`src/hdl/ww_pkg.sv`:
```
// ----------------------------------------------------------------------------
// ww_pkg
// Shared types and constants for the WireWorld generation step.
// ----------------------------------------------------------------------------
package ww_pkg;

  localparam int DEF_MAX_COLS = 1024;
  localparam int DEF_MAX_ROWS = 1024;

  // input row counter saturates here
  localparam int ROW_CNT_W = 12;
  localparam int ROW_SAT   = 4095;

  localparam int CFG_AW = 3;
  localparam int CFG_DW = 32;
  localparam int REG_W  = 11;

  localparam int OBUF_DEPTH = 3;

  typedef enum logic [1:0] {
    CELL_EMPTY = 2'd0,
    CELL_TAIL  = 2'd1,
    CELL_HEAD  = 2'd2,
    CELL_COND  = 2'd3
  } cell_t;

  typedef enum logic {
    REG_GRID_COLS = 1'b0,
    REG_GRID_ROWS = 1'b1
  } reg_idx_t;

  typedef enum logic {
    MODE_CLEAR = 1'b0,
    MODE_RUN   = 1'b1
  } mode_t;

  typedef logic [1:0] obuf_ptr_t;
  typedef logic [1:0] obuf_cnt_t;

  // control carried from the accept stage to the window stage
  typedef struct packed {
    cell_t cur;
    logic  row_zero;
    logic  col_zero;
    logic  emit;
    logic  last;
  } stage_ctl_t;

  typedef struct packed {
    cell_t up;
    cell_t mid;
    cell_t cur;
    logic  col_zero;
  } win_in_t;

  typedef struct packed {
    cell_t next_state;
    logic  head_born;
  } rule_out_t;

  typedef struct packed {
    cell_t next_state;
    logic  head_born;
    logic  frame_end;
    logic  frame_any_born;
  } result_t;

endpackage

```
`src/hdl/ww_window.sv`:
```
// ----------------------------------------------------------------------------
// ww_window
// 3x3 neighbourhood window and WireWorld rule for the centre cell.
// ----------------------------------------------------------------------------
module ww_window import ww_pkg::*; (
  input  logic      clk,
  input  logic      rst_n,
  input  logic      step,
  input  win_in_t   win_in,
  output rule_out_t rule_out
);

  // only the left and centre columns are kept; the right one comes straight from the input
  cell_t     mc_r [3];
  cell_t     rc_r [3];
  cell_t     col_new [3];
  cell_t     right [3];
  logic [3:0] heads;

  always_comb begin
    col_new[0] = win_in.up;
    col_new[1] = win_in.mid;
    col_new[2] = win_in.cur;
    heads = '0;
    for (int i = 0; i < 3; i++) begin
      right[i] = win_in.col_zero ? CELL_EMPTY : col_new[i];
      heads = heads + 4'(mc_r[i] == CELL_HEAD) + 4'(right[i] == CELL_HEAD);
    end
    heads = heads + 4'(rc_r[0] == CELL_HEAD) + 4'(rc_r[2] == CELL_HEAD);

    rule_out.next_state = rc_r[1];
    rule_out.head_born  = 1'b0;
    unique case (rc_r[1])
      CELL_HEAD: rule_out.next_state = CELL_TAIL;
      CELL_TAIL: rule_out.next_state = CELL_COND;
      CELL_COND: begin
        if (heads == 4'd1 || heads == 4'd2) begin
          rule_out.next_state = CELL_HEAD;
          rule_out.head_born  = 1'b1;
        end
      end
      CELL_EMPTY: rule_out.next_state = CELL_EMPTY;
    endcase
  end

  always_ff @(posedge clk) begin
    if (!rst_n) begin
      for (int i = 0; i < 3; i++) begin
        mc_r[i] <= CELL_EMPTY;
        rc_r[i] <= CELL_EMPTY;
      end
    end else if (step) begin
      // a new row starts with empty cells to its left
      for (int i = 0; i < 3; i++) begin
        mc_r[i] <= win_in.col_zero ? CELL_EMPTY : rc_r[i];
        rc_r[i] <= col_new[i];
      end
    end
  end

endmodule

```
`src/hdl/ww_out_buf.sv`:
```
// ----------------------------------------------------------------------------
// ww_out_buf
// Small result queue between the window stage and the output channel.
// ----------------------------------------------------------------------------
module ww_out_buf import ww_pkg::*; (
  input  logic      clk,
  input  logic      rst_n,
  input  logic      push,
  input  result_t   push_data,
  output logic      out_valid,
  input  logic      out_stall,
  output result_t   out_data,
  output obuf_cnt_t count
);

  result_t   ent_r [OBUF_DEPTH];
  obuf_ptr_t wr_ptr_r, wr_ptr_nxt;
  obuf_ptr_t rd_ptr_r, rd_ptr_nxt;
  obuf_cnt_t cnt_r, cnt_nxt;
  logic      pop;

  function automatic obuf_ptr_t ptr_inc(obuf_ptr_t p);
    return (p == obuf_ptr_t'(OBUF_DEPTH - 1)) ? '0 : p + 1'b1;
  endfunction

  assign out_valid = (cnt_r != '0);
  assign out_data  = ent_r[rd_ptr_r];
  assign count     = cnt_r;
  assign pop       = out_valid && !out_stall;

  always_comb begin
    wr_ptr_nxt = push ? ptr_inc(wr_ptr_r) : wr_ptr_r;
    rd_ptr_nxt = pop ? ptr_inc(rd_ptr_r) : rd_ptr_r;
    cnt_nxt    = cnt_r + obuf_cnt_t'(push) - obuf_cnt_t'(pop);
  end

  always_ff @(posedge clk) begin
    if (!rst_n) begin
      wr_ptr_r <= '0;
      rd_ptr_r <= '0;
      cnt_r    <= '0;
    end else begin
      wr_ptr_r <= wr_ptr_nxt;
      rd_ptr_r <= rd_ptr_nxt;
      cnt_r    <= cnt_nxt;
    end
  end

  always_ff @(posedge clk) begin
    if (push) begin
      ent_r[wr_ptr_r] <= push_data;
    end
  end

endmodule

```
`src/hdl/wireworld_generation_step.sv`:
```
// ----------------------------------------------------------------------------
// wireworld_generation_step
// Streaming WireWorld generation step, one grid cell per transaction.
// ----------------------------------------------------------------------------
// Cells enter on the in_ channel in raster order; each accepted transaction
// carries one cell (or a drain filler). The result for raster cell p leaves
// on the out_ channel once cell p + grid_cols + 1 has been accepted, so
// grid_cols + 1 drain transactions follow a frame to flush its last results.
// Rate: one cell per cycle while in_stall is low. A result released by an
// accepted transaction passes the registered line store read, then the
// window and rule stage, into a 3-entry result queue that drives out_.
// The line stores are two single-port-write, one-read memories of MAX_COLS
// entries with a registered read; a write and a read of the same entry in
// the same cycle (one-column grids) is forwarded.
// Reset: counters and window clear at once, then every entry of both line
// stores is swept to empty with in_stall high. APB writes are taken at any
// time; in_stall is held for one cycle after each write.
// A stalled receiver fills the result queue; in_stall rises when the queue
// and the window stage together hold three entries. No result is dropped.
// ----------------------------------------------------------------------------
module wireworld_generation_step import ww_pkg::*; #(
  parameter int MAX_COLS = DEF_MAX_COLS,
  parameter int MAX_ROWS = DEF_MAX_ROWS
) (
  input  logic              clk,
  input  logic              rst_n,
  // cell input
  input  logic              in_valid,
  output logic              in_stall,
  input  logic [1:0]        in_cell_state,
  input  logic              in_drain,
  // results
  output logic              out_valid,
  input  logic              out_stall,
  output logic [1:0]        out_next_state,
  output logic              out_head_born,
  output logic              out_frame_end,
  output logic              out_frame_any_born,
  // register port
  input  logic              psel,
  input  logic              penable,
  input  logic              pwrite,
  input  logic [CFG_AW-1:0] paddr,
  input  logic [CFG_DW-1:0] pwdata,
  output logic [CFG_DW-1:0] prdata,
  output logic              pready
);

  localparam int CW   = $clog2(MAX_COLS);
  localparam int CCW  = $clog2(MAX_COLS + 1);
  localparam int RCW  = $clog2(MAX_ROWS + 1);
  localparam int PW   = CCW + RCW;

  function automatic int clamp_reg(logic [REG_W-1:0] v, int max_v);
    if (v == '0) return 1;
    return (32'(v) > max_v) ? max_v : int'(v);
  endfunction

  // ---------------------------------------------------------------- config
  logic [REG_W-1:0] grid_cols_r, grid_rows_r;
  logic [CCW-1:0]   cols_r;
  logic [RCW-1:0]   rows_r;
  logic [PW-1:0]    total_r;
  logic             cfg_hold_r;
  logic             cfg_we;
  reg_idx_t         cfg_idx;

  assign pready  = 1'b1;
  assign cfg_we  = psel && penable && pwrite;
  assign cfg_idx = reg_idx_t'(paddr[2]);

  always_comb begin
    unique case (reg_idx_t'(paddr[2]))
      REG_GRID_COLS: prdata = CFG_DW'(grid_cols_r);
      REG_GRID_ROWS: prdata = CFG_DW'(grid_rows_r);
    endcase
  end

  always_ff @(posedge clk) begin
    if (!rst_n) begin
      grid_cols_r <= REG_W'(1024);
      grid_rows_r <= REG_W'(1024);
      cols_r      <= CCW'(clamp_reg(REG_W'(1024), MAX_COLS));
      rows_r      <= RCW'(clamp_reg(REG_W'(1024), MAX_ROWS));
      cfg_hold_r  <= 1'b0;
    end else begin
      cfg_hold_r <= cfg_we;
      if (cfg_we) begin
        unique case (cfg_idx)
          REG_GRID_COLS: begin
            grid_cols_r <= pwdata[REG_W-1:0];
            cols_r      <= CCW'(clamp_reg(pwdata[REG_W-1:0], MAX_COLS));
          end
          REG_GRID_ROWS: begin
            grid_rows_r <= pwdata[REG_W-1:0];
            rows_r      <= RCW'(clamp_reg(pwdata[REG_W-1:0], MAX_ROWS));
          end
        endcase
      end
    end
  end

  // frame size, registered from the clamped sizes (the in_stall hold after a write covers its update)
  always_ff @(posedge clk) begin
    total_r <= PW'(cols_r) * PW'(rows_r);
  end

  // --------------------------------------------------------- clearing sweep
  mode_t          mode_r, mode_nxt;
  logic [CW-1:0]  clr_addr_r, clr_addr_nxt;

  always_comb begin
    mode_nxt     = mode_r;
    clr_addr_nxt = clr_addr_r;
    unique case (mode_r)
      MODE_CLEAR: begin
        clr_addr_nxt = clr_addr_r + 1'b1;
        if (clr_addr_r == CW'(MAX_COLS - 1)) begin
          mode_nxt     = MODE_RUN;
          clr_addr_nxt = '0;
        end
      end
      MODE_RUN: mode_nxt = MODE_RUN;
    endcase
  end

  always_ff @(posedge clk) begin
    if (!rst_n) begin
      mode_r     <= MODE_CLEAR;
      clr_addr_r <= '0;
    end else begin
      mode_r     <= mode_nxt;
      clr_addr_r <= clr_addr_nxt;
    end
  end

  // ----------------------------------------------------------- accept stage
  logic [CW-1:0]        col_r, col_nxt;
  logic [ROW_CNT_W-1:0] row_r, row_nxt;
  logic [PW-1:0]        pos_r, pos_nxt;
  logic                 accept, wrap, emit0, last0;
  stage_ctl_t           ctl0;
  obuf_cnt_t            ob_count;
  logic                 s1_v_r;

  assign in_stall = (mode_r == MODE_CLEAR) || cfg_hold_r
                 || ((3'(ob_count) + 3'(s1_v_r)) >= 3'(OBUF_DEPTH));
  assign accept   = in_valid && !in_stall;

  always_comb begin
    wrap  = (32'(col_r) + 32'd1) >= 32'(cols_r);
    emit0 = (row_r >= ROW_CNT_W'(2)) || (row_r == ROW_CNT_W'(1) && col_r != '0);
    last0 = emit0 && ((32'(pos_r) + 32'd1) >= 32'(total_r));

    ctl0.cur      = (in_drain || 32'(row_r) >= 32'(rows_r)) ? CELL_EMPTY
                                                            : cell_t'(in_cell_state);
    ctl0.row_zero = (row_r == '0);
    ctl0.col_zero = (col_r == '0);
    ctl0.emit     = emit0;
    ctl0.last     = last0;

    col_nxt = col_r;
    row_nxt = row_r;
    pos_nxt = pos_r;
    if (accept) begin
      if (last0) begin
        col_nxt = '0;
        row_nxt = '0;
        pos_nxt = '0;
      end else begin
        if (wrap) begin
          col_nxt = '0;
          if (row_r != ROW_CNT_W'(ROW_SAT)) row_nxt = row_r + 1'b1;
        end else begin
          col_nxt = col_r + 1'b1;
        end
        if (emit0) pos_nxt = pos_r + 1'b1;
      end
    end
  end

  always_ff @(posedge clk) begin
    if (!rst_n) begin
      col_r <= '0;
      row_r <= '0;
      pos_r <= '0;
    end else begin
      col_r <= col_nxt;
      row_r <= row_nxt;
      pos_r <= pos_nxt;
    end
  end

  // ------------------------------------------------------------ line stores
  cell_t         upper_mem  [MAX_COLS];
  cell_t         middle_mem [MAX_COLS];
  cell_t         up_q_r, mid_q_r;
  logic          mem_we;
  logic [CW-1:0] mem_waddr;
  cell_t         up_wdata, mid_wdata;

  always_ff @(posedge clk) begin
    if (mem_we) begin
      upper_mem[mem_waddr]  <= up_wdata;
      middle_mem[mem_waddr] <= mid_wdata;
    end
    if (accept) begin
      up_q_r  <= upper_mem[col_r];
      mid_q_r <= middle_mem[col_r];
    end
  end

  // ----------------------------------------------------------- window stage
  stage_ctl_t    s1_r;
  logic [CW-1:0] s1_addr_r;
  logic          fwd_r;
  cell_t         last_up_r, last_mid_r;
  cell_t         up_eff, mid_eff;
  logic          born_seen_r;
  win_in_t       win_in;
  rule_out_t     rule_out;
  result_t       res;
  logic          push;

  always_comb begin
    // same entry written by the previous cell at our read edge
    up_eff  = fwd_r ? last_up_r  : up_q_r;
    mid_eff = fwd_r ? last_mid_r : mid_q_r;
    if (s1_r.row_zero) begin
      up_eff  = CELL_EMPTY;
      mid_eff = CELL_EMPTY;
    end

    win_in.up       = up_eff;
    win_in.mid      = mid_eff;
    win_in.cur      = s1_r.cur;
    win_in.col_zero = s1_r.col_zero;

    if (mode_r == MODE_CLEAR) begin
      mem_we    = 1'b1;
      mem_waddr = clr_addr_r;
      up_wdata  = CELL_EMPTY;
      mid_wdata = CELL_EMPTY;
    end else begin
      mem_we    = s1_v_r;
      mem_waddr = s1_addr_r;
      up_wdata  = mid_eff;
      mid_wdata = s1_r.cur;
    end

    push               = s1_v_r && s1_r.emit;
    res.next_state     = rule_out.next_state;
    res.head_born      = rule_out.head_born;
    res.frame_end      = s1_r.last;
    res.frame_any_born = s1_r.last && (born_seen_r || rule_out.head_born);
  end

  always_ff @(posedge clk) begin
    if (!rst_n) begin
      s1_v_r      <= 1'b0;
      born_seen_r <= 1'b0;
    end else begin
      s1_v_r <= accept;
      if (push) begin
        born_seen_r <= s1_r.last ? 1'b0 : (born_seen_r || rule_out.head_born);
      end
    end
  end

  always_ff @(posedge clk) begin
    if (accept) begin
      s1_r      <= ctl0;
      s1_addr_r <= col_r;
      fwd_r     <= s1_v_r && (s1_addr_r == col_r);
    end
    if (s1_v_r) begin
      last_up_r  <= mid_eff;
      last_mid_r <= s1_r.cur;
    end
  end

  ww_window u_window (
    .clk      (clk),
    .rst_n    (rst_n),
    .step     (s1_v_r),
    .win_in   (win_in),
    .rule_out (rule_out)
  );

  // ------------------------------------------------------------ result queue
  result_t out_data;

  ww_out_buf u_out_buf (
    .clk       (clk),
    .rst_n     (rst_n),
    .push      (push),
    .push_data (res),
    .out_valid (out_valid),
    .out_stall (out_stall),
    .out_data  (out_data),
    .count     (ob_count)
  );

  assign out_next_state     = out_data.next_state;
  assign out_head_born      = out_data.head_born;
  assign out_frame_end      = out_data.frame_end;
  assign out_frame_any_born = out_data.frame_any_born;

endmodule

```
`config.mk`:
```
export PLATFORM = sky130hd
export DESIGN_NAME = wireworld_generation_step
export DESIGN_NICKNAME = d
export VERILOG_FILES = /design/src/hdl/ww_pkg.sv /design/src/hdl/ww_window.sv /design/src/hdl/ww_out_buf.sv /design/src/hdl/wireworld_generation_step.sv
export SDC_FILE = /design/constraint.sdc
export NUM_CORES = 2
export LEC_CHECK = 0
export ABC_CLOCK_PERIOD_IN_PS = 50400
export BUFFER_PORTS_ARGS = -buffer_cell sky130_fd_sc_hd__buf_2
export CORE_UTILIZATION = 26
export CTS_CLUSTER_DIAMETER = 50
export DETAILED_ROUTE_END_ITERATION = 10
export SYNTH_ARGS = -nofsm -noshare
export SYNTH_HDL_FRONTEND = slang
export SYNTH_HIERARCHICAL = 1
export SYNTH_MEMORY_MAX_BITS = 65536
export SYNTH_SLANG_ARGS = --single-unit
```
`constraint.sdc`:
```
create_clock -name clk -period 50.4 [get_ports clk]
set_input_delay 10.08 -clock clk [delete_from_list [all_inputs] [get_ports clk]]
set_output_delay 10.08 -clock clk [all_outputs]
set_load 0.01 [all_outputs]
```
* After elaboration in Yosys (flattened, before gate mapping)
Memory sizes are Yosys's and may differ from the RTL's. A register that Yosys moved wholly into a read port is not among the register bits.
Cells that the tools add are included.
Widths: inputs -> output; s select.
** Word-level totals
- Flip-flop bits (word level) :: 151
- Bits in latches :: 0
- ROM bits :: 0
- Memory bits (writable) :: 4123
- Bits of input ports :: 45
- Memories :: 5
- Output and inout port bits :: 40
** Memory list
- middle_mem :: words 1024, bits a word 2, rd ports 1, clocked after Yosys merged registers in 1, write ports 1, line wireworld_generation_step.sv:196 : cell_t middle_mem [MAX_COLS];
- upper_mem :: words 1024, bits a word 2, rd ports 1, clocked after Yosys merged registers in 1, write ports 1, line wireworld_generation_step.sv:195 : cell_t upper_mem [MAX_COLS];
- u_out_buf.ent_r :: words 3, bits a word 5, rd ports 1, clocked after Yosys merged registers in 1, write ports 1, line ww_out_buf.sv:16 : result_t ent_r [OBUF_DEPTH];
- u_window.mc_r :: words 3, bits a word 2, rd ports 3, clocked after Yosys merged registers in 0, write ports 3, line ww_window.sv:14 : cell_t mc_r [3];
- u_window.rc_r :: words 3, bits a word 2, rd ports 3, clocked after Yosys merged registers in 0, write ports 3, line ww_window.sv:15 : cell_t rc_r [3];
** Operators by class
- $lt $le $gt $ge :: 6
- Bitwise gates (word level) :: 8
- Shift operators :: 0
- Add/subtract/negate cells :: 18
- Mux-type cells :: 58
- Div/mod/pow operators :: 0
- Multipliers :: 1
- Reductions and logical operators :: 30
- Eq/ne operators :: 19
** Operators with widths (count)
- $pmux 32 s2 :: 1
- $mux 2 :: 22
- $mux 22 :: 2
- $mux 10 :: 4
- $mux 12 :: 3
- $mux 11 :: 3
- $add 4x1->4 :: 6
- $eq 2x2->1 const B :: 12
- $add 22x1->23 const B :: 1
- $ge 23x22->1 :: 1
- $add 22x1->22 const B :: 1
- $mul 11x11->22 :: 1
- $add 10x1->10 const B :: 2
- $mux 1 :: 20
- $add 12x1->12 const B :: 1
- $eq 12x1->1 const B :: 1
- $ge 12x11->1 :: 1
- $ge 12x2->1 const B :: 1
- $logic_not 12->1 :: 1
- $ne 12x12->1 const B :: 1
- $add 10x1->11 const B :: 1
- $ge 11x11->1 :: 1
- $gt 11x11->1 const B :: 1
- $logic_not 11->1 :: 1
- 25 further kinds :: 51

* Longest topological paths before layout
- Depth in word-level cells :: 17
- Depth in mapped cells :: 22
- Mapped depth without buffers :: 21

* Hierarchy
Netlist, hierarchy kept.
** Modules (own cells, without submodules)
- wireworld_generation_step :: times used 1, cells an instance 9742, sequential area each 126231.1 µm², area an instance 173789.2 µm²
- ww_out_buf :: times used 1, cells an instance 68, sequential area each 610.6 µm², area an instance 909.6 µm²
- ww_window :: times used 1, cells an instance 51, sequential area each 360.3 µm², area an instance 671.9 µm²

* Worst setup path after synthesis
Ideal clock, no wire load.
- Kind :: input-to-output
- From :: in paddr[2]
- To :: out prdata[2]
- Buffers on the path :: 2
- Required time :: 40.320 ns
- Data arrival time :: 11.005 ns
- Stages :: 3
- Slack :: 29.315 ns
- Cell sequence :: clkbuf_1 clkbuf_1 mux2_2
** On the way
- Longest elaborated chain between the ends :: 2
** Ends and longest elaborated chain
- start, declared :: line wireworld_generation_step.sv:43 : input logic [CFG_AW-1:0] paddr,
- $not 1->1 :: line wireworld_generation_step.sv:73 : unique case (reg_idx_t'(paddr[2]))
- $pmux 32 s2 * :: line wireworld_generation_step.sv:73
- end, declared :: line wireworld_generation_step.sv:45 : output logic [CFG_DW-1:0] prdata,
Mark *: on every way between the ends. The rest lies on a longest branch, timed or not. The select of a mux whose other input is x is not followed.

* Worst setup path in the final report
- From :: in paddr[2]
- To :: out prdata[8]
Same word-level chain as after synthesis.

==> metrics.yaml <==
synth-seq-cells: 4280
crit_family: "buffers and inverters"
finalSetupTns_ns: 0
clk_latency_ns: 1.09
antenna_found_initial: 39
cp_max_fo: 16
grt_overflow: 0
maxCapViolCount: 0
period_needed_ns: 20.98
clkPwrFrac_pct: 45.0
worst_pin_slew_ns: 1.26
status: "completed"
routed_via_density: 4.99
dr.first_iter.drc_count: 13100
synth_area_leaders: "edfxtp_1 (71%), mux4_2 (11%), nor2_1 (2.7%), mux2i_1 (2.5%), dfxtp_1 (1.5%)"
design_area_sq_um: 200000
setup_viol: 0
grt.total_usage_pct: 14.5
worstPathRequired_ns: 40.32
async_flop_share_pct: 0
vias: 95900
ant_nets: 0
rows: 301
clock_sinks: 4280
postCtsSetupBuffers: 0
clk_path_buf_depth: 4
cpPeakStageDelay_ns: 0.38
drc: 0
cts_buffers: 433
area_growth_pct: 13.9
crit_path_top_delay_cell: "mux2_2"
seq_area_frac_synth_pct: 72.5
power_frac_comb_pct: 0.6
yosys.area.top_type: "edfxtp_1"
cellInternalPower_uw: 5610
setup.worst_path.class: "input port to output pin"
p_leak_uw: 0.0624
die_h_um: 823
drt_wl_total_mm: 513
grt_setup_unrepaired: "false"
synth_top_area_share_pct: 71.0
netlist_top_cells_count: "edfxtp_1 (4148), nor2_1 (1260), mux4_2 (879), nand2_1 (467), mux2i_1 (442)"
synth_flop_cell: "edfxtp_1"
drv_slew: 0
cts_resized: 0
grt_pass1_wl_mm: 720
setup.worst_path.start_class: "input port"
die_area_sq_um: 678000
floorplan.initialDensity_pct: 26.1
synth-edff-count: 4148
num-nets-final: 10200
p_sw_share_pct: 20.6
yosys.cell_count.top_type: "edfxtp_1"
netlist_area_sq_um: 175000
port_buffers: 39
arrival_ns: 10.90
grt_pass1_vias: 93600
h-tree-depth: 5
final_core_util_pct: 29.7
clk_pin_slew_ns: 0.06
maxClockFrequency_ghz: 0.0477
detailed_place.area_sq_um: 186000
dp_hpwl_mm: 301
sequentialPowerShare_pct: 54.4
ir_drop_uv: 31.5
drive_above_1_share_pct: 18.6
finalWorstSetupSlack_ns: 29.42
cts_tree: "done"
dp_slack_ns: 29.42
ios: 85
fin_skew_ns: 0.152
crit_chain: "buf_2 -> mux2_2 -> buf_2"
p_per_area_nw_per_um2: 35.4
p_switching_uw: 1460
crit_buf_inv: 2
chipWidth_um: 823
holdCritPathClass: "register to register"
synthCells: 9861
slew_headroom_pct: 15.8
yosys_warnings: 6
crit_cells: 3
ys_types: 84
grt_max_degree: 234
drt_first_pass_iters: 8
hold_buffers: 0
endpoint_kind: "output pin"
hold_slack_ns: 0.455
finalHoldViolCount: 0
finalCritPeriodShare_pct: 41.6
clockRootBuffer: "clkbuf_16"
wl_per_cell_um: 26.6
synth.avg_cell_area_sq_um: 17.8
rr_worst_depth: 14
nFillCells: 65600
crit_top_cell: "buf_2"
gp_congestion: 0.809
core_area_sq_um: 672000
min_path_cells: 2
==> power groups by stage <==
stage | combinational, uW | clock [uW] | sequential (uW)
floorplan | 18.2 | 0 | 3920
global placement | 40.8 | 0 | 3920
detailed placement | 40.9 | 0 | 3920
CTS | 41.0 | 3210 | 3840
global route | 43.0 | 3340 | 3840
finish | 42.3 | 3180 | 3840
==> state kept, by name, indices dropped and copies added (netlist names), 2 cells and up, named ones only <==
| name | flops |
|---|---|
| middle_mem | 2048 |
| upper_mem | 2048 |
| pos_r | 22 |
| total_r | 22 |
| u_out_buf/ent_r | 15 |
| row_r | 12 |
| cols_r | 11 |
| grid_cols_r | 11 |
| grid_rows_r | 11 |
| rows_r | 11 |
| clr_addr_r | 10 |
| col_r | 10 |
| s1_addr_r | 10 |
| u_window/mc_r | 6 |
| u_window/rc_r | 6 |
| s1_r | 5 |
| last_mid_r | 2 |
| last_up_r | 2 |
| mid_q_r | 2 |
| u_out_buf/count | 2 |
| u_out_buf/rd_ptr_r | 2 |
| u_out_buf/wr_ptr_r | 2 |
| up_q_r | 2 |
==> cell families after synthesis <==
family | count (synthesis) | share of synthesized area (%)
DFF | 4280 | 72.5
buffers and inverters | 863 | 2.45
adders and majority gates | 203 | 1.81
other | 2 | 0.00428
muxes | 1362 | 14.1
and+or+nand+nor | 2169 | 5.18
xor gates and xnor gates | 71 | 0.355
AOI/OAI and AO/OA | 911 | 3.59
==> path summary, 6_finish.rpt <==
| check | startpoint | to | slack (ns) |
|---|---|---|---|
| setup reg to reg | col_r[0]$_SDFFE_PN0P_ | up_q_r[0]$_DFFE_PP_ | 42.49 |
| hold reg to reg | grid_cols_r[5]$_SDFFE_PN0P_ | grid_cols_r[5]$_SDFFE_PN0P_ | 0.45 |
| setup / recovery | paddr[2] | prdata[8] | 29.42 |
| hold / removal | grid_cols_r[5]$_SDFFE_PN0P_ | grid_cols_r[5]$_SDFFE_PN0P_ | 0.45 |
==> worst min-delay path, cell delays in order (launching register included) <==
cell     delay, ns
dfxtp_1       0.31
nand2_1       0.05
a21oi_1       0.05
==> through the flow <==
step                      cells  power [uW]
after global placement    18400        3960
after CTS                 19200        7090
final                     19200        7070
after detailed placement  18400        3960
after floorplan            9881        3940
after global routing      19200        7230
==> cells in the final DEF (no fill, tap or decap), types with 23 or more instances in the layout <==
master / n
bufinv_16: 32
nand2_1: 432
clkbuf_1: 74
clkinv_2: 72
ha_1: 119
fa_1: 84
a31oi_1: 37
nand3_1: 125
buf_2: 39
inv_1: 171
nor2_1: 1254
buf_4: 228
o211ai_1: 23
dfxtp_1: 122
xnor2_1: 50
o21ai_0: 103
mux2i_1: 442
nand2_4: 32
a221oi_1: 112
clkbuf_16: 435
a21oi_1: 188
o22ai_1: 53
nor3_1: 68
and2_1: 32
edfxtp_1: 4148
and3_1: 28
nand4_1: 35
clkinv_1: 113
nor2b_1: 30
a22oi_1: 132
o21ai_1: 29
mux2_2: 36
mux4_2: 879
==> final cells by class <==
cell class / count / area (sq um) / area share, %
sequential: 4280 / 127000 / 63.7
multi-input combinational: 4738 / 44400 / 22.2
tap: 8938 / 11200 / 5.60
clock buffer: 509 / 11200 / 5.59
clock inverter: 283 / 2730 / 1.37
timing repair buffer: 288 / 2330 / 1.16
inverter: 182 / 703 / 0.352
antenna: 18 / 45.0 / 0.0225
==> per-layer routing <==
layer	share of wire, %	GRT usage (%)
met5	0.013	0
met4	3.8	5.24
met3	10	3.25
met2	46	22.8
met1	40	19.8
No activity file was read; power rests on OpenSTA's default activity.
